<file path="config.mk">
export PLATFORM = sky130hd
export DESIGN_NAME = rgb_led_effect_controller
export DESIGN_NICKNAME = d
export VERILOG_FILES = /design/src/hw/rtl/rlec_pkg.sv /design/src/hw/rtl/rlec_core.sv /design/src/hw/rtl/rgb_led_effect_controller.sv
export SDC_FILE = /design/constraint.sdc
export NUM_CORES = 1
export LEC_CHECK = 0
export ABC_CLOCK_PERIOD_IN_PS = 8100
export BUFFER_PORTS_ARGS = -buffer_cell sky130_fd_sc_hd__clkbuf_2
export CORE_AREA = 2 2 145 119
export CTS_CLUSTER_SIZE = 12
export DETAILED_ROUTE_END_ITERATION = 16
export DIE_AREA = 0 0 147 121
export GPL_ROUTABILITY_DRIVEN = 0
export PLACE_DENSITY_LB_ADDON = 0.05
export RECOVER_POWER = 100
export SYNTH_ARGS = -nofsm -noshare
export SYNTH_HDL_FRONTEND = slang
export SYNTH_HIERARCHICAL = 1
export SYNTH_SLANG_ARGS = --single-unit
</file>
<file path="constraint.sdc">
create_clock -name clock -period 8.1 [get_ports clock]
set_input_delay 1.62 -clock clock [delete_from_list [all_inputs] [get_ports clock]]
set_output_delay 1.62 -clock clock [all_outputs]
set_load 0.05 [all_outputs]
</file>
<file path="src/hw/rtl/rlec_pkg.sv">
// Shared types, constants and tables for the RGB LED effect controller.
package rlec_pkg;

   // Default color depth of the PWM levels and counter
   localparam int COLOR_BITS_DEFAULT = 8;

   // Configuration register widths and reset values
   localparam int CSR_INDEX_BITS = 4;
   localparam int CSR_DATA_BITS  = 8;
   localparam logic [7:0] BLINK_PERIOD_RESET   = 8'd20;
   localparam logic [7:0] BLINK_ON_TICKS_RESET = 8'd10;
   localparam logic [7:0] DEBOUNCE_TICKS_RESET = 8'd10;
   localparam logic [7:0] HOLD_TICKS_RESET     = 8'd90;

   // Key hold counter saturation
   localparam logic [7:0] KEY_SAT = 8'd200;

   // Rainbow color sequence bounds
   localparam logic [3:0] STEP_FIRST = 4'd1;
   localparam logic [3:0] STEP_LAST  = 4'd8;
   localparam logic [3:0] STEP_WRAP  = 4'd4;

   // Configuration register indexes
   typedef enum logic [CSR_INDEX_BITS-1:0] {
      CSR_BLINK_PERIOD   = 4'd0,
      CSR_BLINK_ON_TICKS = 4'd1,
      CSR_DEBOUNCE_TICKS = 4'd2,
      CSR_HOLD_TICKS     = 4'd3
   } csr_index_type;

   // Effect modes
   typedef enum logic [2:0] {
      MODE_OFF         = 3'd0,
      MODE_RAINBOW     = 3'd1,
      MODE_WHITE_BLINK = 3'd2,
      MODE_RED         = 3'd3,
      MODE_GREEN       = 3'd4,
      MODE_BLUE        = 3'd5,
      MODE_RED_BLINK   = 3'd6
   } mode_type;

   // Input transaction payload
   typedef struct packed {
      logic ms_tick;
      logic key_down;
   } req_type;

   // Result transaction payload
   typedef struct packed {
      logic       red_pin_n;
      logic       green_pin_n;
      logic       blue_pin_n;
      logic [2:0] mode_now;
      logic       sleep_request;
   } rsp_type;

   // Configuration register set handed to the core
   typedef struct packed {
      logic [7:0] blink_period;
      logic [7:0] blink_on_ticks;
      logic [7:0] debounce_ticks;
      logic [7:0] hold_ticks;
   } cfg_type;

   // Rainbow target mask per color step: bit0 red, bit1 green, bit2 blue
   function automatic logic [2:0] rainbow_mask(input logic [3:0] step);
      logic [2:0] m;
      case (step)
         4'd1:    m = 3'b001;
         4'd2:    m = 3'b011;
         4'd3:    m = 3'b010;
         4'd4:    m = 3'b100;
         4'd5:    m = 3'b101;
         4'd6:    m = 3'b001;
         4'd7:    m = 3'b011;
         4'd8:    m = 3'b010;
         default: m = 3'b000;
      endcase
      return m;
   endfunction

endpackage

</file>
<file path="src/hw/rtl/rlec_core.sv">
// Effect state and single-pass update logic: PWM, blink phase, key debounce, modes.
module rlec_core #(
   parameter int COLOR_BITS = rlec_pkg::COLOR_BITS_DEFAULT
) (
   input  logic              clock,
   input  logic              reset,
   input  logic              fire,
   input  rlec_pkg::req_type item,
   input  rlec_pkg::cfg_type cfg,
   output rlec_pkg::rsp_type result
);

   localparam logic [COLOR_BITS-1:0] FULL    = '1;
   localparam logic [COLOR_BITS-1:0] FULL_M1 = {{(COLOR_BITS-1){1'b1}}, 1'b0};
   localparam logic [COLOR_BITS-1:0] DARK    = '0;

   // One fade step of a level toward its target
   function automatic logic [COLOR_BITS-1:0] toward(input logic [COLOR_BITS-1:0] lv,
                                                    input logic [COLOR_BITS-1:0] tg);
      logic [COLOR_BITS-1:0] r;
      if (lv > tg) begin
         r = lv - 1'b1;
      end else if (lv < tg) begin
         r = lv + 1'b1;
      end else begin
         r = lv;
      end
      return r;
   endfunction

   logic [COLOR_BITS-1:0] pwm_count_ff, pwm_count_in;
   logic [7:0]            blink_phase_ff, blink_phase_in;
   logic [7:0]            key_hold_ff, key_hold_in;
   rlec_pkg::mode_type    mode_ff, mode_in;
   logic                  led_enable_ff, led_enable_in;
   logic [COLOR_BITS-1:0] level_red_ff, level_red_in;
   logic [COLOR_BITS-1:0] level_green_ff, level_green_in;
   logic [COLOR_BITS-1:0] level_blue_ff, level_blue_in;
   logic [COLOR_BITS-1:0] target_red_ff, target_red_in;
   logic [COLOR_BITS-1:0] target_green_ff, target_green_in;
   logic [COLOR_BITS-1:0] target_blue_ff, target_blue_in;
   logic [3:0]            color_step_ff, color_step_in;
   logic [7:0]            hold_left_ff, hold_left_in;

   logic                  pin_r, pin_g, pin_b, sleep, press;
   logic [8:0]            phase_inc;
   logic [7:0]            hold_inc;
   logic                  blink_on;
   logic [COLOR_BITS-1:0] fade_r, fade_g, fade_b;
   logic [COLOR_BITS-1:0] tgt_r, tgt_g, tgt_b;
   logic [2:0]            mask;

   assign phase_inc = {1'b0, blink_phase_ff} + 9'd1;
   assign hold_inc  = key_hold_ff + 8'd1;
   assign fade_r    = toward(level_red_ff, target_red_ff);
   assign fade_g    = toward(level_green_ff, target_green_ff);
   assign fade_b    = toward(level_blue_ff, target_blue_ff);

   // Next state and result for one pass
   always_comb begin
      pwm_count_in    = pwm_count_ff;
      blink_phase_in  = blink_phase_ff;
      key_hold_in     = key_hold_ff;
      mode_in         = mode_ff;
      led_enable_in   = led_enable_ff;
      level_red_in    = level_red_ff;
      level_green_in  = level_green_ff;
      level_blue_in   = level_blue_ff;
      target_red_in   = target_red_ff;
      target_green_in = target_green_ff;
      target_blue_in  = target_blue_ff;
      color_step_in   = color_step_ff;
      hold_left_in    = hold_left_ff;
      pin_r = 1'b1;
      pin_g = 1'b1;
      pin_b = 1'b1;
      sleep = 1'b0;
      press = 1'b0;
      blink_on = 1'b0;
      tgt_r = target_red_ff;
      tgt_g = target_green_ff;
      tgt_b = target_blue_ff;
      mask  = 3'b000;

      // PWM compare against the levels from before this pass
      if (led_enable_ff) begin
         pin_r = !(level_red_ff > pwm_count_ff);
         pin_g = !(level_green_ff > pwm_count_ff);
         pin_b = !(level_blue_ff > pwm_count_ff);
         pwm_count_in = (pwm_count_ff >= FULL_M1) ? DARK : pwm_count_ff + 1'b1;
      end

      if (item.ms_tick) begin
         // Blink phase
         blink_phase_in = (phase_inc >= {1'b0, cfg.blink_period}) ? 8'd0 : phase_inc[7:0];

         // Sleep check
         if (mode_ff == rlec_pkg::MODE_OFF && key_hold_ff == 8'd0) begin
            sleep = 1'b1;
         end

         // Key debounce, press on release
         if (item.key_down) begin
            key_hold_in = (hold_inc >= rlec_pkg::KEY_SAT) ? rlec_pkg::KEY_SAT : hold_inc;
         end else begin
            press       = key_hold_ff >= cfg.debounce_ticks;
            key_hold_in = 8'd0;
         end

         // Mode advance
         if (press) begin
            case (mode_ff)
               rlec_pkg::MODE_OFF:         mode_in = rlec_pkg::MODE_RAINBOW;
               rlec_pkg::MODE_RAINBOW:     mode_in = rlec_pkg::MODE_WHITE_BLINK;
               rlec_pkg::MODE_WHITE_BLINK: mode_in = rlec_pkg::MODE_RED;
               rlec_pkg::MODE_RED:         mode_in = rlec_pkg::MODE_GREEN;
               rlec_pkg::MODE_GREEN:       mode_in = rlec_pkg::MODE_BLUE;
               rlec_pkg::MODE_BLUE:        mode_in = rlec_pkg::MODE_RED_BLINK;
               default:                    mode_in = rlec_pkg::MODE_OFF;
            endcase
            if (mode_in == rlec_pkg::MODE_RAINBOW) begin
               color_step_in = rlec_pkg::STEP_FIRST;
               led_enable_in = 1'b1;
            end
            blink_phase_in = 8'd0;
         end

         // Blink lamp from the phase after this tick
         blink_on = blink_phase_in < cfg.blink_on_ticks;

         // Mode effect
         case (mode_in)
            rlec_pkg::MODE_OFF: begin
               led_enable_in = 1'b0;
               pin_r = 1'b1;
               pin_g = 1'b1;
               pin_b = 1'b1;
            end
            rlec_pkg::MODE_RAINBOW: begin
               level_red_in   = fade_r;
               level_green_in = fade_g;
               level_blue_in  = fade_b;
               if (hold_left_ff != 8'd0) begin
                  hold_left_in = hold_left_ff - 8'd1;
               end else begin
                  if (color_step_in >= rlec_pkg::STEP_FIRST &&
                      color_step_in <= rlec_pkg::STEP_LAST) begin
                     mask  = rlec_pkg::rainbow_mask(color_step_in);
                     tgt_r = mask[0] ? FULL : DARK;
                     tgt_g = mask[1] ? FULL : DARK;
                     tgt_b = mask[2] ? FULL : DARK;
                  end
                  target_red_in   = tgt_r;
                  target_green_in = tgt_g;
                  target_blue_in  = tgt_b;
                  // Color reached: next step and start the hold
                  if (fade_r == tgt_r && fade_g == tgt_g && fade_b == tgt_b) begin
                     color_step_in = (color_step_in >= rlec_pkg::STEP_LAST) ?
                                     rlec_pkg::STEP_WRAP : color_step_in + 4'd1;
                     hold_left_in  = cfg.hold_ticks;
                  end
               end
            end
            rlec_pkg::MODE_WHITE_BLINK: begin
               level_red_in   = blink_on ? FULL : DARK;
               level_green_in = blink_on ? FULL : DARK;
               level_blue_in  = blink_on ? FULL : DARK;
            end
            rlec_pkg::MODE_RED: begin
               level_red_in   = FULL;
               level_green_in = DARK;
               level_blue_in  = DARK;
            end
            rlec_pkg::MODE_GREEN: begin
               level_red_in   = DARK;
               level_green_in = FULL;
               level_blue_in  = DARK;
            end
            rlec_pkg::MODE_BLUE: begin
               level_red_in   = DARK;
               level_green_in = DARK;
               level_blue_in  = FULL;
            end
            rlec_pkg::MODE_RED_BLINK: begin
               level_red_in   = blink_on ? FULL : DARK;
               level_green_in = DARK;
               level_blue_in  = DARK;
            end
            default: begin
            end
         endcase
      end

      result.red_pin_n     = pin_r;
      result.green_pin_n   = pin_g;
      result.blue_pin_n    = pin_b;
      result.mode_now      = mode_in;
      result.sleep_request = sleep;
   end

   // State registers, updated once per transaction
   always_ff @(posedge clock) begin
      if (reset) begin
         pwm_count_ff    <= '0;
         blink_phase_ff  <= 8'd0;
         key_hold_ff     <= 8'd0;
         mode_ff         <= rlec_pkg::MODE_RAINBOW;
         led_enable_ff   <= 1'b1;
         level_red_ff    <= '0;
         level_green_ff  <= '0;
         level_blue_ff   <= '0;
         target_red_ff   <= '0;
         target_green_ff <= '0;
         target_blue_ff  <= '0;
         color_step_ff   <= 4'd0;
         hold_left_ff    <= 8'd0;
      end else if (fire) begin
         pwm_count_ff    <= pwm_count_in;
         blink_phase_ff  <= blink_phase_in;
         key_hold_ff     <= key_hold_in;
         mode_ff         <= mode_in;
         led_enable_ff   <= led_enable_in;
         level_red_ff    <= level_red_in;
         level_green_ff  <= level_green_in;
         level_blue_ff   <= level_blue_in;
         target_red_ff   <= target_red_in;
         target_green_ff <= target_green_in;
         target_blue_ff  <= target_blue_in;
         color_step_ff   <= color_step_in;
         hold_left_ff    <= hold_left_in;
      end
   end

endmodule

</file>
<file path="src/hw/rtl/rgb_led_effect_controller.sv">
// Top level: input register, configuration registers, effect core and result register.
// Data path: an accepted transaction waits in the input register until the result
//   register is free, then moves into it; the core's state is updated by that move.
// Throughput: one transaction per cycle while rsp_ready holds, set by single-pass update.
// Reset: synchronous, active high; state returns to rainbow mode with dark levels
//   and the configuration registers return to their defaults.
module rgb_led_effect_controller #(
   parameter int COLOR_BITS = rlec_pkg::COLOR_BITS_DEFAULT
) (
   input  logic                                clock,
   input  logic                                reset,
   input  logic                                req_valid,
   output logic                                req_ready,
   input  rlec_pkg::req_type                   req_data,
   output logic                                rsp_valid,
   input  logic                                rsp_ready,
   output rlec_pkg::rsp_type                   rsp_data,
   input  logic                                csr_valid,
   output logic                                csr_ready,
   input  logic [rlec_pkg::CSR_INDEX_BITS-1:0] csr_index,
   input  logic [rlec_pkg::CSR_DATA_BITS-1:0]  csr_data
);

   logic              in_valid_ff, in_valid_in;
   rlec_pkg::req_type in_data_ff;
   logic              out_valid_ff, out_valid_in;
   rlec_pkg::rsp_type out_data_ff;
   rlec_pkg::rsp_type core_result;
   rlec_pkg::cfg_type cfg_ff, cfg_in;
   logic              advance;

   // Handshake: the held item moves to the result register when it is free
   assign advance   = in_valid_ff && (!out_valid_ff || rsp_ready);
   assign req_ready = !in_valid_ff || advance;
   assign csr_ready = 1'b1;
   assign rsp_valid = out_valid_ff;
   assign rsp_data  = out_data_ff;

   always_comb begin
      in_valid_in  = (req_valid && req_ready) ? 1'b1 : (advance ? 1'b0 : in_valid_ff);
      out_valid_in = advance ? 1'b1 : (rsp_ready ? 1'b0 : out_valid_ff);
   end

   // Configuration register decode
   always_comb begin
      cfg_in = cfg_ff;
      if (csr_valid) begin
         unique case (csr_index)
            rlec_pkg::CSR_BLINK_PERIOD:   cfg_in.blink_period   = csr_data;
            rlec_pkg::CSR_BLINK_ON_TICKS: cfg_in.blink_on_ticks = csr_data;
            rlec_pkg::CSR_DEBOUNCE_TICKS: cfg_in.debounce_ticks = csr_data;
            rlec_pkg::CSR_HOLD_TICKS:     cfg_in.hold_ticks     = csr_data;
            default: begin
            end
         endcase
      end
   end

   // Control and configuration registers
   always_ff @(posedge clock) begin
      if (reset) begin
         in_valid_ff           <= 1'b0;
         out_valid_ff          <= 1'b0;
         cfg_ff.blink_period   <= rlec_pkg::BLINK_PERIOD_RESET;
         cfg_ff.blink_on_ticks <= rlec_pkg::BLINK_ON_TICKS_RESET;
         cfg_ff.debounce_ticks <= rlec_pkg::DEBOUNCE_TICKS_RESET;
         cfg_ff.hold_ticks     <= rlec_pkg::HOLD_TICKS_RESET;
      end else begin
         in_valid_ff  <= in_valid_in;
         out_valid_ff <= out_valid_in;
         cfg_ff       <= cfg_in;
      end
   end

   // Payload registers
   always_ff @(posedge clock) begin
      if (req_valid && req_ready) begin
         in_data_ff <= req_data;
      end
      if (advance) begin
         out_data_ff <= core_result;
      end
   end

   rlec_core #(
      .COLOR_BITS(COLOR_BITS)
   ) u_core (
      .clock  (clock),
      .reset  (reset),
      .fire   (advance),
      .item   (in_data_ff),
      .cfg    (cfg_ff),
      .result (core_result)
   );

endmodule

</file>
# After elaboration in Yosys (flattened, before gate mapping)
# Memory sizes are Yosys's and may differ from the RTL's.
# Index checks and enable logic that the tools add are counted.
op_classes:
  order_cmp: 17
  n_reduce_logical: 42
  mux: 69
  n_addsub: 11
  n_bitwise: 1
  n_eq_ne: 18
ops:
  columns: ["op", "n"]
  rows:
  - ["2-to-1 mux 8 bit", 30]
  - ["case mux 8 bit (4 select lines)", 3]
  - ["greater-than comparator 8 bit", 6]
  - ["adder 8 x 1 -> 8 bit, second input constant", 5]
  - ["less-than comparator 8 bit", 4]
  - ["subtractor 8 x 1 -> 8 bit, second input constant", 4]
  - ["2-to-1 mux 4 bit", 7]
  - ["2-to-1 mux 3 bit", 9]
  - ["equality test 8 bit", 3]
  - ["2-to-1 mux 1 bit", 19]
  - ["case mux 3 bit (6 select lines)", 1]
  - ["greater-or-equal comparator 8 bit, second input constant", 2]
  - ["equality test 3 bit, second input constant", 5]
  - ["equality test 3 x 2 -> 1 bit, second input constant", 4]
  - ["AND reduction 2 bit", 6]
  - ["AND reduction 4 bit", 3]
  - ["nonzero test 4 bit", 3]
  - ["nonzero test 2 bit", 5]
  - ["adder 8 x 1 -> 9 bit, second input constant", 1]
  - ["equality test 3 x 1 -> 1 bit, second input constant", 3]
  - ["greater-or-equal comparator 9 x 8 -> 1 bit", 1]
  - ["AND reduction 3 bit", 3]
  - ["equality test 4 x 2 -> 1 bit, second input constant", 2]
  - ["greater-or-equal comparator 8 bit", 1]
  - ["other kinds (15)", 28]
totals:
  mem_count: 1
  ff_bits: 131
  mem_bits_ro: 48
  out_inout_bits: 10
mem_list:
  columns: ["memory", "words", "width", "read_ports", "rd_clocked_by_memory_dff", "write_ports", "line", "text"]
  rows:
  - ["(name not given)", 16, 3, 1, 0, 0, "rlec_pkg.sv:68", "case (step)"]

# Logic depth before layout (Yosys ltp)
logic_depth:
  word_depth: 26
  depth_mapped: 23
  ltp_nobuf: 22

# Cells and area by module
# The synthesis kept the hierarchy.
modules_own_cells:
  columns: ["module", "instances", "cells_each", "area_each_um2"]
  rows:
  - ["rlec_core", 1, 1045, 7935.1]
  - ["rgb_led_effect_controller", 1, 147, 1732.9]

# Worst setup path before layout
# OpenSTA, ideal clock, no wires.
synth_timing:
  kind: "reg2reg"
  startpoint: "reg u_core.blink_phase_ff[0]"
  endpoint: "reg u_core.level_blue_ff[6]"
  path_buffers: 1
  t_arrival_ps: 4114
  setup_time_ps: 59
  stages_incl_launch_ff: 24
  required_ps: 8041
  slack_ps: 3928
  path_cell_list: "dfxtp_1 -> ha_1 -> ha_1 -> nor2b_1 -> o21a_1 -> o21a_1 -> o21ai_0 -> nand2b_1 -> a211oi_1 -> o211ai_1 -> nor2b_1 -> ha_1 -> a21o_1 -> a21oi_1 -> nor2b_1 -> o21ai_0 -> nand2b_1 -> a21oi_1 -> o211a_1 -> nand4_1 -> o21a_1 -> clkbuf_1 -> a21oi_1 -> o221a_2"
synth_between:
  elab_chain_cells: 8
synth_rtl:
  columns: ["element", "line", "text"]
  rows:
  - ["from (decl)", "rlec_core.sv:32", "logic [7:0] blink_phase_ff, blink_phase_in;"]
  - ["from (signal assigned)", "rlec_core.sv:219", "blink_phase_ff <= blink_phase_in;"]
  - ["adder 8 x 1 -> 9 bit *", "rlec_core.sv:53", "assign phase_inc = {1'b0, blink_phase_ff} + 9'd1;"]
  - ["greater-or-equal comparator 9 x 8 -> 1 bit", "rlec_core.sv:95", "blink_phase_in = (phase_inc >= {1'b0, cfg.blink_period}) ? 8'd0 : phase_inc[7:0];"]
  - ["2-to-1 mux 8 bit *", "rlec_core.sv:95", null]
  - ["2-to-1 mux 8 bit *", "rlec_core.sv:111", "if (press) begin"]
  - ["2-to-1 mux 8 bit *", "rlec_core.sv:93", "if (item.ms_tick) begin"]
  - ["less-than comparator 8 bit *", "rlec_core.sv:129", "blink_on = blink_phase_in < cfg.blink_on_ticks;"]
  - ["2-to-1 mux 8 bit *", "rlec_core.sv:167", "level_blue_in = blink_on ? FULL : DARK;"]
  - ["case mux 8 bit (4 select lines) *", "rlec_core.sv:132", "case (mode_in)"]
  - ["to (signal assigned)", "rlec_core.sv:225", "level_blue_ff <= level_blue_in;"]
  - ["to (decl)", "rlec_core.sv:38", "logic [COLOR_BITS-1:0] level_blue_ff, level_blue_in;"]
# Mark *: on every way between the ends. The rest lies on a longest branch, timed or not. The select of a mux whose other input is x is not followed.
# A chain may end at the register's enable or synchronous reset.

==> impl_metrics.ini <==
[floorplanning]
fp.dieW_um = 147
dieArea_sq_um = 17800
pin_count = 29
die_h_um = 121
initial_utilization_pct = 59.3
rows = 42
core_area_sq_um = 16300

[hold_path]
hold_class = flip-flop to flip-flop
min_to = cfg_ff[15]$_SDFFE_PP0P_
hold_depth = 2
hold_path.startpoint = cfg_ff[15]$_SDFFE_PP0P_

[critical_path]
cp.required_ns = 8.37
start_kind = input port
crit_path_max_fanout = 68
cp.arrival_ns = 5.96
worstRegToRegCells = 18
setup.worst_path.class = input port to flip-flop
r2r_end = u_core/hold_left_ff[1]$_SDFFE_PP0P_
r2r_slack_ns = 2.54
end_kind = flip-flop
worstReg2RegStart = u_core/key_hold_ff[0]$_SDFFE_PP0P_

[clocking]
clockBufferDepth = 2
htreeDepth = 4
cts_made_buffers = 17
clock_latency_ns = 0.42
tritoncts = yes
postCtsHoldBufs = 0
cts_resized = 0
path_clk_slew_ns = 0.06
clock_sinks = 131
postCtsSetupRepairBufs = 0
cts_root_buffer = clkbuf_16

[power]
leakage_nw = 4.20
total_power_mw = 2.12
powerDensity_nw_per_um2 = 203
ir_worst_vdd_v = 0.000115

[final_layout]
final_layout_size_suffix_gt1_share_pct = 6.91
seqCellArea_sq_um = 2710
fillers = 1451
antenna_cells = 0
fin_nets = 1296
synthToLayoutAreaGrowth_pct = 8.00
multiInputGateArea_sq_um = 6290
final_cells = 1422

[synthesis]
ys_seq_elements = 131
synthArstFlopShare_pct = 0
synthesis.instances = 1192
yosys_warnings = 6
ys.flop_type = dfxtp_1
syn_nets = 1299
syn_avg_cell_area_sq_um = 8.11
synth-edff-count = 9
ys_types = 85
netlist_area_sq_um = 9670
ys_seq_area_share_pct = 28.1

[detailed_routing]
drc = 0
wl_per_cell_um = 18.2
num_vias = 8753
ant_nets = 0
drtIter0Drc = 768
dr.pass1.iters = 5
routed_wl_um = 25800
viasPerCell = 6.16

[grt]
grt_use_met3_pct = 5.49
antenna_found_initial = 0
gr-total-overflow = 0
grt.busiest_layer = met1
grt_pass1_vias = 7970
grtUsageTotal_pct = 29.5
use_met2_pct = 41.1
grt_pass1_wl_um = 41800
grt_max_degree = 69
met1_usage_pct = 46.0

[sta]
hold_viol_final = 0
rsz0062_at_grt = no
setup_viol = 0
layout_setup_ws_ns = 2.41
slew_violations = 118
clock_skew_ns = 0.00945
fin_crit_sh_pct = 70.2
tns_ns = 0
worst_pin_slew_ns = 3.20
maxSlewHeadroom_pct = -114
fin_hold_ws_ns = 0.478
min_period_ns = 5.69
fmax_mhz = 176

[place]
dpl.cell_count = 1390
place_ws_ns = 3.17
dp_hpwl_um = 18800
place.port_buffers = 27

[job]
cap_viol_max_count = 3

[status]
violations = capacitance limit, slew limit
status = finished, violations left
-- cell type report --
type	count	area share, %
clock inverters	11	1.68
inverters	91	3.27
clock buffers	21	4.60
well taps	220	2.64
multi-input cells	913	60.2
flip-flops and latches	131	26.0
repair buffers	35	1.62
-- worst max path at each step --
| stage | from | to | slack (ns) | cells past startpoint |
|---|---|---|---|---|
| 3_3_place_gp | u_core/key_hold_ff[2]$_SDFFE_PP0P_ | u_core/hold_left_ff[1]$_SDFFE_PP0P_ | 3.29 | 17 |
| 6_report | reset | u_core/target_green_ff[5]$_SDFFE_PP0P_ | 2.41 | 4 |
| 5_1_grt | reset | u_core/target_green_ff[3]$_SDFFE_PP0P_ | 2.02 | 4 |
| 4_1_cts | u_core/key_hold_ff[0]$_SDFFE_PP0P_ | u_core/hold_left_ff[1]$_SDFFE_PP0P_ | 3.14 | 18 |
| 3_5_place_dp | u_core/key_hold_ff[0]$_SDFFE_PP0P_ | u_core/hold_left_ff[1]$_SDFFE_PP0P_ | 3.17 | 18 |
| 2_1_floorplan | u_core/blink_phase_ff[0]$_SDFFE_PP0P_ | u_core/level_blue_ff[6]$_SDFFE_PP0P_ | 3.93 | 23 |
-- registers in the layout, summed over array words and instances, names as in the netlist, 8 cells and up --
| register | count |
|---|---|
| u_core/target_blue_ff | 8 |
| cfg_ff | 32 |
| u_core/blink_phase_ff | 8 |
| u_core/target_green_ff | 8 |
| u_core/target_red_ff | 8 |
| u_core/level_red_ff | 8 |
| u_core/level_blue_ff | 8 |
| u_core/key_hold_ff | 8 |
| u_core/pwm_count_ff | 8 |
| u_core/hold_left_ff | 8 |
| u_core/level_green_ff | 8 |
-- cell families after synthesis --
group | count (synthesis) | share of synthesized area [%]
compound gates | 322 | 22.0
mux | 42 | 4.37
fa+ha+maj | 88 | 11.4
simple gates | 414 | 22.8
flops | 131 | 28.1
other cells | 1 | 0.0388
buf+inv | 148 | 6.39
xor+xnor | 46 | 4.96
-- placed cells by master (no fill, tap or decap), types with 17 or more instances in the layout --
| cell | count |
|---|---|
| clkbuf_16 | 17 |
| nor3_1 | 30 |
| inv_1 | 91 |
| o21ai_0 | 65 |
| nand4_1 | 26 |
| dfxtp_1 | 122 |
| nand2_1 | 83 |
| a21oi_1 | 97 |
| nand3_1 | 41 |
| nand2b_1 | 37 |
| nor2b_1 | 19 |
| mux2i_1 | 40 |
| nor2_1 | 91 |
| a211oi_1 | 24 |
| xnor2_1 | 32 |
| ha_1 | 88 |
-- stage by stage --
step	util (%)	instance area [sq um]
global placement	60.6	9870
detailed placement	60.6	9870
finish	64.1	10400
CTS	64.6	10500
floorplan	-	9670
global route	64.1	10400
-- per-layer routing --
layer / vias up / part of all wire (%)
met5: - / 0
met4: 0 / 1.3
met3: 28 / 7.3
met2: 295 / 40
met1: 4127 / 51
li1: 4303 / -
-- synth_stat cells (5+ instances only) --
library cell | instances | area [sq um]
dfxtp_1 | 122 | 2440
buf_4 | 6 | 45.0
nor4_1 | 12 | 75.1
or2b_2 | 9 | 78.8
buf_2 | 8 | 40.0
a211oi_1 | 24 | 180
edfxtp_1 | 9 | 270
a21boi_0 | 11 | 82.6
inv_1 | 91 | 342
o21ai_1 | 9 | 45.0
xor2_1 | 8 | 70.1
or3_1 | 10 | 62.6
nand3_1 | 41 | 205
o21ai_0 | 62 | 310
and4_1 | 6 | 52.6
o211ai_1 | 8 | 60.1
nand2_1 | 83 | 312
mux2i_1 | 40 | 400
a31oi_1 | 15 | 93.8
and2_1 | 8 | 50.1
a221oi_1 | 7 | 61.3
nor2_1 | 90 | 338
a21oi_1 | 97 | 485
a22oi_1 | 8 | 60.1
nor3_1 | 30 | 150
xnor3_1 | 5 | 113
ha_1 | 88 | 1100
clkbuf_1 | 39 | 146
nand4_1 | 25 | 156
o21a_1 | 15 | 113
a21o_1 | 15 | 113
xnor2_1 | 32 | 280
nand2b_1 | 36 | 225
nor2b_1 | 19 | 119
and3_1 | 14 | 87.6
-- worst max-delay path, cell delays in order --
cell and delay [ns]:
clkbuf_1 1.06, clkbuf_1 2.34, a21oi_1 0.57, a21boi_0 0.32
-- power breakdown --
| group | leakage (nW) | internal [mW] | switching (mW) |
|---|---|---|---|
| sequential | 1.07 | 0.668 | 0.0265 |
| combinational | 2.83 | 0.219 | 0.353 |
| clock | 0.304 | 0.549 | 0.300 |
| total | 4.20 | 1.44 | 0.680 |
Note: power is estimated with default switching activity, not from simulation.
